<file path="config.mk">
export PLATFORM = sky130hd
export DESIGN_NAME = two_point_linear_scaler
export DESIGN_NICKNAME = d
export VERILOG_FILES = /design/src/design/tpls_pkg.sv /design/src/design/tpls_cfg.sv /design/src/design/tpls_ctl.sv /design/src/design/tpls_div.sv /design/src/design/two_point_linear_scaler.sv
export SDC_FILE = /design/constraint.sdc
export NUM_CORES = 2
export LEC_CHECK = 0
export ABC_AREA = 1
export BUFFER_PORTS_ARGS = -buffer_cell sky130_fd_sc_hd__buf_4
export CAP_MARGIN = 40
export CORE_ASPECT_RATIO = 1.75
export CORE_MARGIN = 2
export CORE_UTILIZATION = 45
export CTS_CLUSTER_DIAMETER = 100
export DETAILED_ROUTE_END_ITERATION = 7
export PLACE_DENSITY_LB_ADDON = 0.2
export SETUP_SLACK_MARGIN = 0.1
export SYNTH_ARGS = -nofsm -noshare
export SYNTH_HDL_FRONTEND = slang
export SYNTH_HIERARCHICAL = 1
export SYNTH_SLANG_ARGS = --single-unit
export TNS_END_PERCENT = 10
</file>
<file path="constraint.sdc">
create_clock -name clk -period 10.4 [get_ports clk]
set_clock_uncertainty 0.2 [all_clocks]
set_input_delay 1.04 -clock clk [delete_from_list [all_inputs] [get_ports clk]]
set_output_delay 1.04 -clock clk [all_outputs]
set_load 0.05 [all_outputs]
</file>
<file path="src/design/tpls_pkg.sv">
`timescale 1ns / 1ps
`default_nettype none
// ----------------------------------------------------------------------------
// Two-point scaler package
// Widths, stage map, register indices and shared types.
// ----------------------------------------------------------------------------
package tpls_pkg;

	// sample and calibration point width
	localparam int W   = 16;
	// differences of two W-bit values
	localparam int AW  = W + 1;
	// products of two differences
	localparam int PW  = 2 * AW;
	// numerator, one guard bit above the products
	localparam int NW  = PW + 1;
	// quotient bits kept; anything larger saturates
	localparam int QW  = W + 1;
	// stream data width, rounded up to whole bytes
	localparam int TDW = ((W + 7) / 8) * 8;

	// stage map: 5 front stages, QW divide steps, sign stage, clamp stage
	localparam int ST_DIV0 = 5;
	localparam int ST_SIGN = ST_DIV0 + QW;
	localparam int ST_OUT  = ST_SIGN + 1;
	localparam int NS      = ST_OUT + 1;

	// configuration register indices
	localparam int CIW = 2;
	localparam logic [CIW-1:0] REG_P1X = 2'd0;
	localparam logic [CIW-1:0] REG_P1Y = 2'd1;
	localparam logic [CIW-1:0] REG_P2X = 2'd2;
	localparam logic [CIW-1:0] REG_P2Y = 2'd3;

	// reset value of the second point: largest positive sample
	localparam logic [W-1:0] P2_RESET = {1'b0, {(W-1){1'b1}}};

	typedef struct packed {
		logic signed [W-1:0]  x1;
		logic signed [W-1:0]  y1;
		logic signed [AW-1:0] dx;
		logic signed [AW-1:0] dy;
		logic [AW-1:0]        dmag;
		logic                 dx_neg;
		logic signed [W-1:0]  lo;
		logic signed [W-1:0]  hi;
		logic                 err;
	} cfg_t;

	typedef struct packed {
		logic [NS-1:0] en;
		logic [NS-1:0] vld;
	} pipe_ctl_t;

	typedef struct packed {
		logic [NW-1:0] rem;
		logic [QW-1:0] quo;
		logic          ovf;
		logic          neg;
	} div_t;

endpackage
`default_nettype wire

</file>
<file path="src/design/tpls_cfg.sv">
`timescale 1ns / 1ps
`default_nettype none
// ----------------------------------------------------------------------------
// Two-point scaler configuration
// Point registers and the line constants derived from them.
// ----------------------------------------------------------------------------
module tpls_cfg (
	input  wire logic                         clk,
	input  wire logic                         arst_n,
	input  wire logic                         cfg_valid,
	output logic                              cfg_ready,
	input  wire logic [tpls_pkg::CIW-1:0]     cfg_index,
	input  wire logic [tpls_pkg::W-1:0]       cfg_data,
	output tpls_pkg::cfg_t                    cfg
);

	logic signed [tpls_pkg::W-1:0]  x1_q, y1_q, x2_q, y2_q;
	logic signed [tpls_pkg::AW-1:0] dx_c, dy_c;
	logic signed [tpls_pkg::AW-1:0] dx_q, dy_q;
	logic [tpls_pkg::AW-1:0]        dmag_q;
	logic                           dx_neg_q, err_q;
	logic signed [tpls_pkg::W-1:0]  lo_q, hi_q;

	assign cfg_ready = 1'b1;

	always_ff @(posedge clk or negedge arst_n) begin
		if (!arst_n) begin
			x1_q <= '0;
			y1_q <= '0;
			x2_q <= tpls_pkg::P2_RESET;
			y2_q <= tpls_pkg::P2_RESET;
		end else if (cfg_valid) begin
			case (cfg_index)
				tpls_pkg::REG_P1X: x1_q <= cfg_data;
				tpls_pkg::REG_P1Y: y1_q <= cfg_data;
				tpls_pkg::REG_P2X: x2_q <= cfg_data;
				tpls_pkg::REG_P2Y: y2_q <= cfg_data;
				default: ;
			endcase
		end
	end

	assign dx_c = {x2_q[tpls_pkg::W-1], x2_q} - {x1_q[tpls_pkg::W-1], x1_q};
	assign dy_c = {y2_q[tpls_pkg::W-1], y2_q} - {y1_q[tpls_pkg::W-1], y1_q};

	// derived constants follow the point registers in the next cycle
	always_ff @(posedge clk) begin
		dx_q     <= dx_c;
		dy_q     <= dy_c;
		dx_neg_q <= dx_c[tpls_pkg::AW-1];
		dmag_q   <= dx_c[tpls_pkg::AW-1] ? (tpls_pkg::AW'(0) - dx_c) : dx_c;
		err_q    <= (x1_q == x2_q);
		lo_q     <= (y1_q < y2_q) ? y1_q : y2_q;
		hi_q     <= (y1_q < y2_q) ? y2_q : y1_q;
	end

	always_comb begin
		cfg.x1     = x1_q;
		cfg.y1     = y1_q;
		cfg.dx     = dx_q;
		cfg.dy     = dy_q;
		cfg.dmag   = dmag_q;
		cfg.dx_neg = dx_neg_q;
		cfg.lo     = lo_q;
		cfg.hi     = hi_q;
		cfg.err    = err_q;
	end

endmodule
`default_nettype wire

</file>
<file path="src/design/tpls_ctl.sv">
`timescale 1ns / 1ps
`default_nettype none
// ----------------------------------------------------------------------------
// Two-point scaler pipeline control
// Per-stage valid bits and load enables; a stage loads when it is empty or
// when every stage after it can move.
// ----------------------------------------------------------------------------
module tpls_ctl (
	input  wire logic           clk,
	input  wire logic           arst_n,
	input  wire logic           in_valid,
	input  wire logic           out_ready,
	output tpls_pkg::pipe_ctl_t pc
);

	logic [tpls_pkg::NS-1:0] vld_q;
	logic [tpls_pkg::NS-1:0] en;

	// a stage may load if the sink takes a beat or some stage at or after it is empty
	always_comb begin
		logic [tpls_pkg::NS-1:0] below;
		for (int i = 0; i < tpls_pkg::NS; i++) begin
			below = (tpls_pkg::NS'(1) << i) - tpls_pkg::NS'(1);
			en[i] = out_ready || ((vld_q | below) != {tpls_pkg::NS{1'b1}});
		end
	end

	always_ff @(posedge clk or negedge arst_n) begin
		if (!arst_n) begin
			vld_q <= '0;
		end else begin
			vld_q <= (en & {vld_q[tpls_pkg::NS-2:0], in_valid}) | (~en & vld_q);
		end
	end

	assign pc.en  = en;
	assign pc.vld = vld_q;

endmodule
`default_nettype wire

</file>
<file path="src/design/tpls_div.sv">
`timescale 1ns / 1ps
`default_nettype none
// ----------------------------------------------------------------------------
// Two-point scaler divider
// Restoring divider, one quotient bit per register stage, MSB first.
// ----------------------------------------------------------------------------
module tpls_div (
	input  wire logic                      clk,
	input  wire logic [tpls_pkg::QW-1:0]   en,
	input  wire logic [tpls_pkg::AW-1:0]   dmag,
	input  wire tpls_pkg::div_t            din,
	output tpls_pkg::div_t                 dout
);

	tpls_pkg::div_t step_sk [tpls_pkg::QW];
	tpls_pkg::div_t nxt     [tpls_pkg::QW];

	for (genvar k = 0; k < tpls_pkg::QW; k++) begin : g_step
		localparam int BIT = tpls_pkg::QW - 1 - k;
		tpls_pkg::div_t          prv;
		logic [tpls_pkg::NW-1:0] sub;
		logic                    ge;

		if (k == 0) begin : g_first
			assign prv = din;
		end else begin : g_rest
			assign prv = step_sk[k-1];
		end

		assign sub = tpls_pkg::NW'(dmag) << BIT;
		assign ge  = (prv.rem >= sub);

		always_comb begin
			nxt[k]          = prv;
			nxt[k].rem      = ge ? (prv.rem - sub) : prv.rem;
			nxt[k].quo[BIT] = ge;
		end

		always_ff @(posedge clk) begin
			if (en[k]) begin
				step_sk[k] <= nxt[k];
			end
		end
	end

	assign dout = step_sk[tpls_pkg::QW-1];

endmodule
`default_nettype wire

</file>
<file path="src/design/two_point_linear_scaler.sv">
`timescale 1ns / 1ps
`default_nettype none
// ----------------------------------------------------------------------------
// Two-point linear scaler
// Maps a raw sample onto the line through two calibration points, clamped.
// ----------------------------------------------------------------------------
// Each input beat yields one output beat: the sample x is mapped to
// (x*(y2-y1) + y1*x2 - y2*x1) / (x2-x1), truncated toward zero, then clamped
// to the range between y1 and y2. With x1 equal to x2 the output is 0 and the
// error flag in tuser is set. One beat is taken per clock unless backpressure
// holds the pipe. The pipeline is built from five front stages (offset, two
// parallel multiplies, sum, magnitude, range check), W + 1 restoring divide
// steps that each produce one quotient bit, a sign stage and a clamp stage.
// Backpressure stalls only the stages that are full, so bubbles are squeezed
// out. Write the point registers only while no beat is in flight; the line
// constants derived from them settle in the cycle after a write.
// ----------------------------------------------------------------------------
module two_point_linear_scaler (
	input  wire logic                        clk,
	input  wire logic                        arst_n,
	// configuration write channel
	input  wire logic                        cfg_valid,
	output logic                             cfg_ready,
	input  wire logic [tpls_pkg::CIW-1:0]    cfg_index,
	input  wire logic [tpls_pkg::W-1:0]      cfg_data,
	// sample stream in
	input  wire logic                        s_axis_tvalid,
	output logic                             s_axis_tready,
	input  wire logic [tpls_pkg::TDW-1:0]    s_axis_tdata,   // raw_sample
	// scaled stream out
	output logic                             m_axis_tvalid,
	input  wire logic                        m_axis_tready,
	output logic [tpls_pkg::TDW-1:0]         m_axis_tdata,   // scaled_value
	output logic                             m_axis_tuser    // degenerate_error
);

	tpls_pkg::cfg_t      cfg;
	tpls_pkg::pipe_ctl_t pc;

	// signed views of the configuration
	logic signed [tpls_pkg::W-1:0]  c_x1, c_y1, c_lo, c_hi;
	logic signed [tpls_pkg::AW-1:0] c_dx, c_dy;

	logic signed [tpls_pkg::W-1:0]  raw;
	logic signed [tpls_pkg::AW-1:0] ofs_s1;
	logic signed [tpls_pkg::PW-1:0] prod_s2, base_s2;
	logic signed [tpls_pkg::NW-1:0] num_s3;
	logic                           neg_s4;
	logic [tpls_pkg::NW-1:0]        mag_s4;
	tpls_pkg::div_t                 pre_s5, div_out;
	logic signed [tpls_pkg::QW:0]   qs_s23;
	logic                           ovf_s23, neg_s23;
	logic [tpls_pkg::W-1:0]         scaled_s24;
	logic                           err_s24;

	logic signed [tpls_pkg::QW:0]   lo_x, hi_x;
	logic [tpls_pkg::QW:0]          quo_x;
	logic [tpls_pkg::W-1:0]         scaled_c;

	tpls_cfg u_cfg (
		.clk       (clk),
		.arst_n    (arst_n),
		.cfg_valid (cfg_valid),
		.cfg_ready (cfg_ready),
		.cfg_index (cfg_index),
		.cfg_data  (cfg_data),
		.cfg       (cfg)
	);

	tpls_ctl u_ctl (
		.clk       (clk),
		.arst_n    (arst_n),
		.in_valid  (s_axis_tvalid),
		.out_ready (m_axis_tready),
		.pc        (pc)
	);

	assign c_x1 = cfg.x1;
	assign c_y1 = cfg.y1;
	assign c_lo = cfg.lo;
	assign c_hi = cfg.hi;
	assign c_dx = cfg.dx;
	assign c_dy = cfg.dy;

	assign raw           = s_axis_tdata[tpls_pkg::W-1:0];
	assign s_axis_tready = pc.en[0];

	// stage 1: offset from the first point
	always_ff @(posedge clk) begin
		if (pc.en[0]) begin
			ofs_s1 <= {raw[tpls_pkg::W-1], raw} - {c_x1[tpls_pkg::W-1], c_x1};
		end
	end

	// stage 2: numerator = (x-x1)*(y2-y1) + y1*(x2-x1); both products here
	always_ff @(posedge clk) begin
		if (pc.en[1]) begin
			prod_s2 <= ofs_s1 * c_dy;
			base_s2 <= c_y1 * c_dx;
		end
	end

	// stage 3: sum the products
	always_ff @(posedge clk) begin
		if (pc.en[2]) begin
			num_s3 <= {prod_s2[tpls_pkg::PW-1], prod_s2} + {base_s2[tpls_pkg::PW-1], base_s2};
		end
	end

	// stage 4: split into sign and magnitude
	always_ff @(posedge clk) begin
		if (pc.en[3]) begin
			neg_s4 <= num_s3[tpls_pkg::NW-1];
			mag_s4 <= num_s3[tpls_pkg::NW-1] ? (tpls_pkg::NW'(0) - num_s3) : num_s3;
		end
	end

	// stage 5: flag quotients too large for the divider; those clamp anyway
	always_ff @(posedge clk) begin
		if (pc.en[4]) begin
			pre_s5.rem <= mag_s4;
			pre_s5.quo <= '0;
			pre_s5.ovf <= (mag_s4 >= {{(tpls_pkg::NW - tpls_pkg::AW - tpls_pkg::QW){1'b0}},
				cfg.dmag, {tpls_pkg::QW{1'b0}}});
			pre_s5.neg <= neg_s4 ^ cfg.dx_neg;
		end
	end

	tpls_div u_div (
		.clk  (clk),
		.en   (pc.en[tpls_pkg::ST_DIV0 +: tpls_pkg::QW]),
		.dmag (cfg.dmag),
		.din  (pre_s5),
		.dout (div_out)
	);

	// sign stage: apply the quotient sign
	assign quo_x = {1'b0, div_out.quo};

	always_ff @(posedge clk) begin
		if (pc.en[tpls_pkg::ST_SIGN]) begin
			qs_s23  <= div_out.neg ? ((tpls_pkg::QW + 1)'(0) - quo_x) : quo_x;
			ovf_s23 <= div_out.ovf;
			neg_s23 <= div_out.neg;
		end
	end

	// clamp stage: saturate, clamp to the y range, force zero on equal x points
	assign lo_x = {{(tpls_pkg::QW + 1 - tpls_pkg::W){c_lo[tpls_pkg::W-1]}}, c_lo};
	assign hi_x = {{(tpls_pkg::QW + 1 - tpls_pkg::W){c_hi[tpls_pkg::W-1]}}, c_hi};

	always_comb begin
		if (cfg.err) begin
			scaled_c = '0;
		end else if (ovf_s23) begin
			scaled_c = neg_s23 ? c_lo : c_hi;
		end else if (qs_s23 < lo_x) begin
			scaled_c = c_lo;
		end else if (qs_s23 > hi_x) begin
			scaled_c = c_hi;
		end else begin
			scaled_c = qs_s23[tpls_pkg::W-1:0];
		end
	end

	always_ff @(posedge clk) begin
		if (pc.en[tpls_pkg::ST_OUT]) begin
			scaled_s24 <= scaled_c;
			err_s24    <= cfg.err;
		end
	end

	assign m_axis_tvalid = pc.vld[tpls_pkg::ST_OUT];
	assign m_axis_tdata  = tpls_pkg::TDW'(scaled_s24);
	assign m_axis_tuser  = err_s24;

`ifndef SYNTHESIS
	// an error beat carries a zero value
	a_err_zero: assert property (@(posedge clk) disable iff (!arst_n)
		(m_axis_tvalid && m_axis_tuser) |-> (m_axis_tdata[tpls_pkg::W-1:0] == '0))
		else $error("error beat with nonzero value");

	// a good beat lies between the two y points
	a_in_range: assert property (@(posedge clk) disable iff (!arst_n)
		(m_axis_tvalid && !m_axis_tuser) |->
		(($signed(m_axis_tdata[tpls_pkg::W-1:0]) >= c_lo) &&
		 ($signed(m_axis_tdata[tpls_pkg::W-1:0]) <= c_hi)))
		else $error("scaled value outside clamp range");

	// the last divide step leaves a remainder below the divisor
	a_div_rem: assert property (@(posedge clk) disable iff (!arst_n)
		(pc.vld[tpls_pkg::ST_SIGN-1] && !div_out.ovf && !cfg.err) |->
		(div_out.rem < tpls_pkg::NW'(cfg.dmag)))
		else $error("divider remainder not reduced");

	// an empty output stage lets the whole pipe move
	a_no_block: assert property (@(posedge clk) disable iff (!arst_n)
		!pc.vld[tpls_pkg::ST_OUT] |-> s_axis_tready)
		else $error("input stalled with output stage empty");
`endif

endmodule
`default_nettype wire

</file>
# Yosys cells after proc, flatten, opt, wreduce, memory -nomap -nowiden
# Memories as Yosys holds them, arrays and structs flattened.
# Index checks and enable logic that the tools add are counted.
# Widths: inputs -> output; s select.
# classes
addsub	24
mul	2
n_lt_le_gt_ge	21
n_eq_ne	27
mux	60
bitwise	6
n_reduce_logical	29
# op_table
operator	count
$mux 35	17
$mux 16	7
$sub 16x16->17	3
$and 24x24->24	2
$add 34x33->35	1
$ge 35x17->1	1
$ge 35x18->1	1
$ge 35x19->1	1
$ge 35x20->1	1
$ge 35x21->1	1
$ge 35x22->1	1
$ge 35x23->1	1
$ge 35x24->1	1
$ge 35x25->1	1
$ge 35x26->1	1
$ge 35x27->1	1
$ge 35x28->1	1
$ge 35x29->1	1
$ge 35x30->1	1
$ge 35x31->1	1
$ge 35x32->1	1
$ge 35x33->1	1
$ge 35x34->1	1
$sub 1x35->35 const A	1
other kinds (60)	120
# totals
reg_bits	402
ramBits	918
inputBits	39
out_inout_bits	20
elab_cells	199
mem_count	1
# memory_table
name	words	width	read_ports	rd_clocked_by_memory_dff	wr	line_no	source
u_div.step_sk	17	54	17	0	17	tpls_div.sv:15	tpls_pkg::div_t step_sk [tpls_pkg::QW];

# Depth between registers and ports, before layout
# depth
word_depth	5
ltp_mapped	27
ltp_nobuf	25

# Modules after synthesis
# The synthesis kept the hierarchy.
# by_module_without_submodules
mod	n_inst	cells_per_inst	area_per_inst_um2	seq_area_each_um2
tpls_div	1	7047	53652.7	23482.5
two_point_linear_scaler	1	4071	35123.7	6876.6
tpls_cfg	1	896	7118.1	3300.7
tpls_ctl	1	157	1213.7	600.6

# Worst setup path before layout
# OpenSTA, ideal clock, no wires.
# synth_path
path_kind	register to register
startpoint	register u_cfg/y1_q[1] (netlist bit)
endpoint	register base_s2[28] (netlist bit) (data pin)
setup_ns	0.252
arrival_ns	5.519
required_time_ns	9.948
path_slack_ns	4.429
stages_incl_launch_ff	24
path_buffers	2
synth_period_minus_slack_ns	5.971
cell_sequence	dfrtp_1 -> clkbuf_1 -> clkbuf_1 -> nand2_1 -> fa_1 -> fa_1 -> fa_1 -> fa_1 -> inv_1 -> fa_1 -> inv_1 -> fa_1 -> inv_1 -> ha_1 -> a21oi_1 -> o21ai_0 -> a21oi_1 -> o21ai_2 -> a21oi_1 -> o21bai_1 -> nand2_1 -> nand2_1 -> nand2_1 -> nand2_1
# synth_between
elab_chain_len	1
# synth_lines
element	line_no	source
start, declared	tpls_cfg.sv:17	logic signed [tpls_pkg::W-1:0] x1_q, y1_q, x2_q, y2_q;
start signal, assigned	tpls_cfg.sv:35	tpls_pkg::REG_P1Y: y1_q <= cfg_data;
$mul 16x17->33	two_point_linear_scaler.sv:99	base_s2 <= c_y1 * c_dx;
end signal, assigned	two_point_linear_scaler.sv:99	
end, declared	two_point_linear_scaler.sv:46	logic signed [tpls_pkg::PW-1:0] prod_s2, base_s2;
# Every way passes these cells.
# A chain may end at the register's enable or synchronous reset.

# Worst setup path in the final report
# layout_path
startpoint	register ofs_s1[7] (netlist bit)
endpoint	register prod_s2[24] (netlist bit) (data pin)
# layout_between
elab_chain_len	1
# layout_lines
element	line_no	source
start, declared	two_point_linear_scaler.sv:45	logic signed [tpls_pkg::AW-1:0] ofs_s1;
start signal, assigned	two_point_linear_scaler.sv:91	ofs_s1 <= {raw[tpls_pkg::W-1], raw} - {c_x1[tpls_pkg::W-1], c_x1};
$mul 17x17->34	two_point_linear_scaler.sv:98	prod_s2 <= ofs_s1 * c_dy;
end signal, assigned	two_point_linear_scaler.sv:98	
end, declared	two_point_linear_scaler.sv:46	
# Every way passes these cells.

==> results.ini <==
[routing]
ant_nets=0
via_per_inst=5.334
wirelength_um=329200
drtIter0Drc=5442
route.detailed.drc=0
vias=78840
dr.pass1.iters=6
wire_per_inst_um=22.27

[cts]
path_clk_slew_ns=0.07
cts_buffers=114
clockRootBuffer=clkbuf_16
clock_latency_ns=0.78
cts_max_level=3
hold_buffers=1
cts_buffer_depth=3
postCtsSetupRepairBufs=0
clock_sinks=1147
cts_resized=0
cts_tree=built

[setup_path]
r2r-start=ofs_s1[7]
crit_chain=nand2_1 -> fa_1 -> inv_1 -> fa_1 -> inv_1 -> fa_1 -> inv_1 -> fa_1 -> fa_1 -> inv_1 -> fa_1 -> inv_1 -> ha_1 -> a21oi_1 -> inv_1 -> a31oi_1 -> a21boi_2 -> o21ai_1 -> nand2_1 -> nand2_1 -> xor2_1
critPathKind=reg -> reg
cp_num_cells=21
worstPathRequired_ns=10.72
worstPathMaxFanout=17
cpPeakStageDelay_ns=0.97
crit_slowest_cell=edfxtp_1
worst_ep_arrival_time_ns=7.27
endpoint=prod_s2[24]
endpoint_kind=flop
crit_path_start=ofs_s1[7]
rr_worst_depth=21
critPathBufInv=6
worst_setup_path_start_kind=flop
rrSetupSlack_ns=3.45
critical_path.top_delay_family=adder cells
timing.rr.end=prod_s2[24]

[final_layout]
layoutNonFillerInstCount=14780
fin_util_pct=49.09
fin_area_sq_um=102500
final_common_cell=nand2_1
fillers=20460
final_cell_mix=3482 x nand2_1, 2127 x inv_1, 976 x edfxtp_1
area_delta_synth_final_pct=8.495
multi_input_area_sq_um=52030
final_nets=13080
regArea_sq_um=33210
layout-drive-gt1-share_pct=5.231

[run]
maxCapViolCount=0

[synthesis]
syn_nets=13030
syn_area_sq_um=94500
yosys_warnings=6
syn_inst=11800
syn_avg_cell_area_sq_um=8.007

[die]
fp.coreArea_sq_um=208900
initial_core_util_pct=45.24
rows=222
die_area_sq_um=213800
die_y_um=610.2
pin_count=59
die_w_um=350.4

[placement]
dp.final_hpwl_um=266800
port_buffers=57
placed_cell_area_sq_um=98540
gp_congestion=0.9855
dpl.cell_count=14530

[run_status]
outcome=complete, no violations

[min_path]
hold_class=reg -> reg

[timing]
setup_violations=0
period_minus_slack_ns=6.952
rsz0062_at_grt=no
drv_slew=0
worst_pin_slew_ns=1.016
period_share_pct=66.84
fmax_mhz=143.9
maxSlewHeadroom_pct=32.03
finalHoldViolations=0
tns_ns=0

[grt]
grt_usage_pct=30.75
grt_pass1_vias=80780
grt_pass1_wl_um=488000
antenna_found_initial=23
grt_max_degree=57
overflow=0

[registers in the layout, indices dropped and copies added (netlist names), 17 cells and up, named ones only]
| name | count |
|---|---|
| base_s2 | 33 |
| mag_s4 | 35 |
| num_s3 | 35 |
| ofs_s1 | 17 |
| pre_s5 | 37 |
| prod_s2 | 34 |
| qs_s23 | 18 |
| u_cfg/dmag_q | 17 |
| u_cfg/dy_q | 17 |
| u_div/step_sk | 747 |
[through the flow]
step	hold slack (ns)	setup WS, ns
2_1_floorplan	0.2003	4.429
3_3_place_gp	0.2020	3.671
3_5_place_dp	0.2045	3.598
4_1_cts	0.2189	3.518
5_1_grt	0.2258	3.235
6_report	0.2176	3.448
[worst min path at each step]
stage	to	slack [ns]	cells after the start	from
2_1_floorplan	ovf_s23	0.20	0	u_div/step_sk[0][865]
3_3_place_gp	u_div/step_sk[0][162]	0.20	0	u_div/step_sk[0][108]
3_5_place_dp	u_div/step_sk[0][125]	0.20	0	u_div/step_sk[0][71]
4_1_cts	u_div/step_sk[0][217]	0.22	0	u_div/step_sk[0][163]
5_1_grt	u_div/step_sk[0][658]	0.23	0	u_div/step_sk[0][604]
6_report	u_div/step_sk[0][714]	0.22	0	u_div/step_sk[0][660]
[layer usage]
metal | global-route usage, % | share of wire (%) | wire length, um
met5 | 0 | 0 | 0
met2 | 56.78 | 52 | 171600
met3 | 3.754 | 4.4 | 14480
met4 | 25.12 | 9.8 | 32340
met1 | 30.53 | 34 | 110800
[area by class of cell]
cell class                 instances  share of cell area, %
multi-input combinational       8251                  50.75
sequential                      1147                  32.39
inverter                        2168                  7.942
tap                             2800                  3.417
clock buffer                     149                  3.086
timing repair buffer             166                  1.651
clock inverter                    67                 0.6822
antenna                           33                0.08054
Power is left out: the tool's default activity adds up to more than one toggle a clock period on the data nets, which glitch-free logic cannot reach.
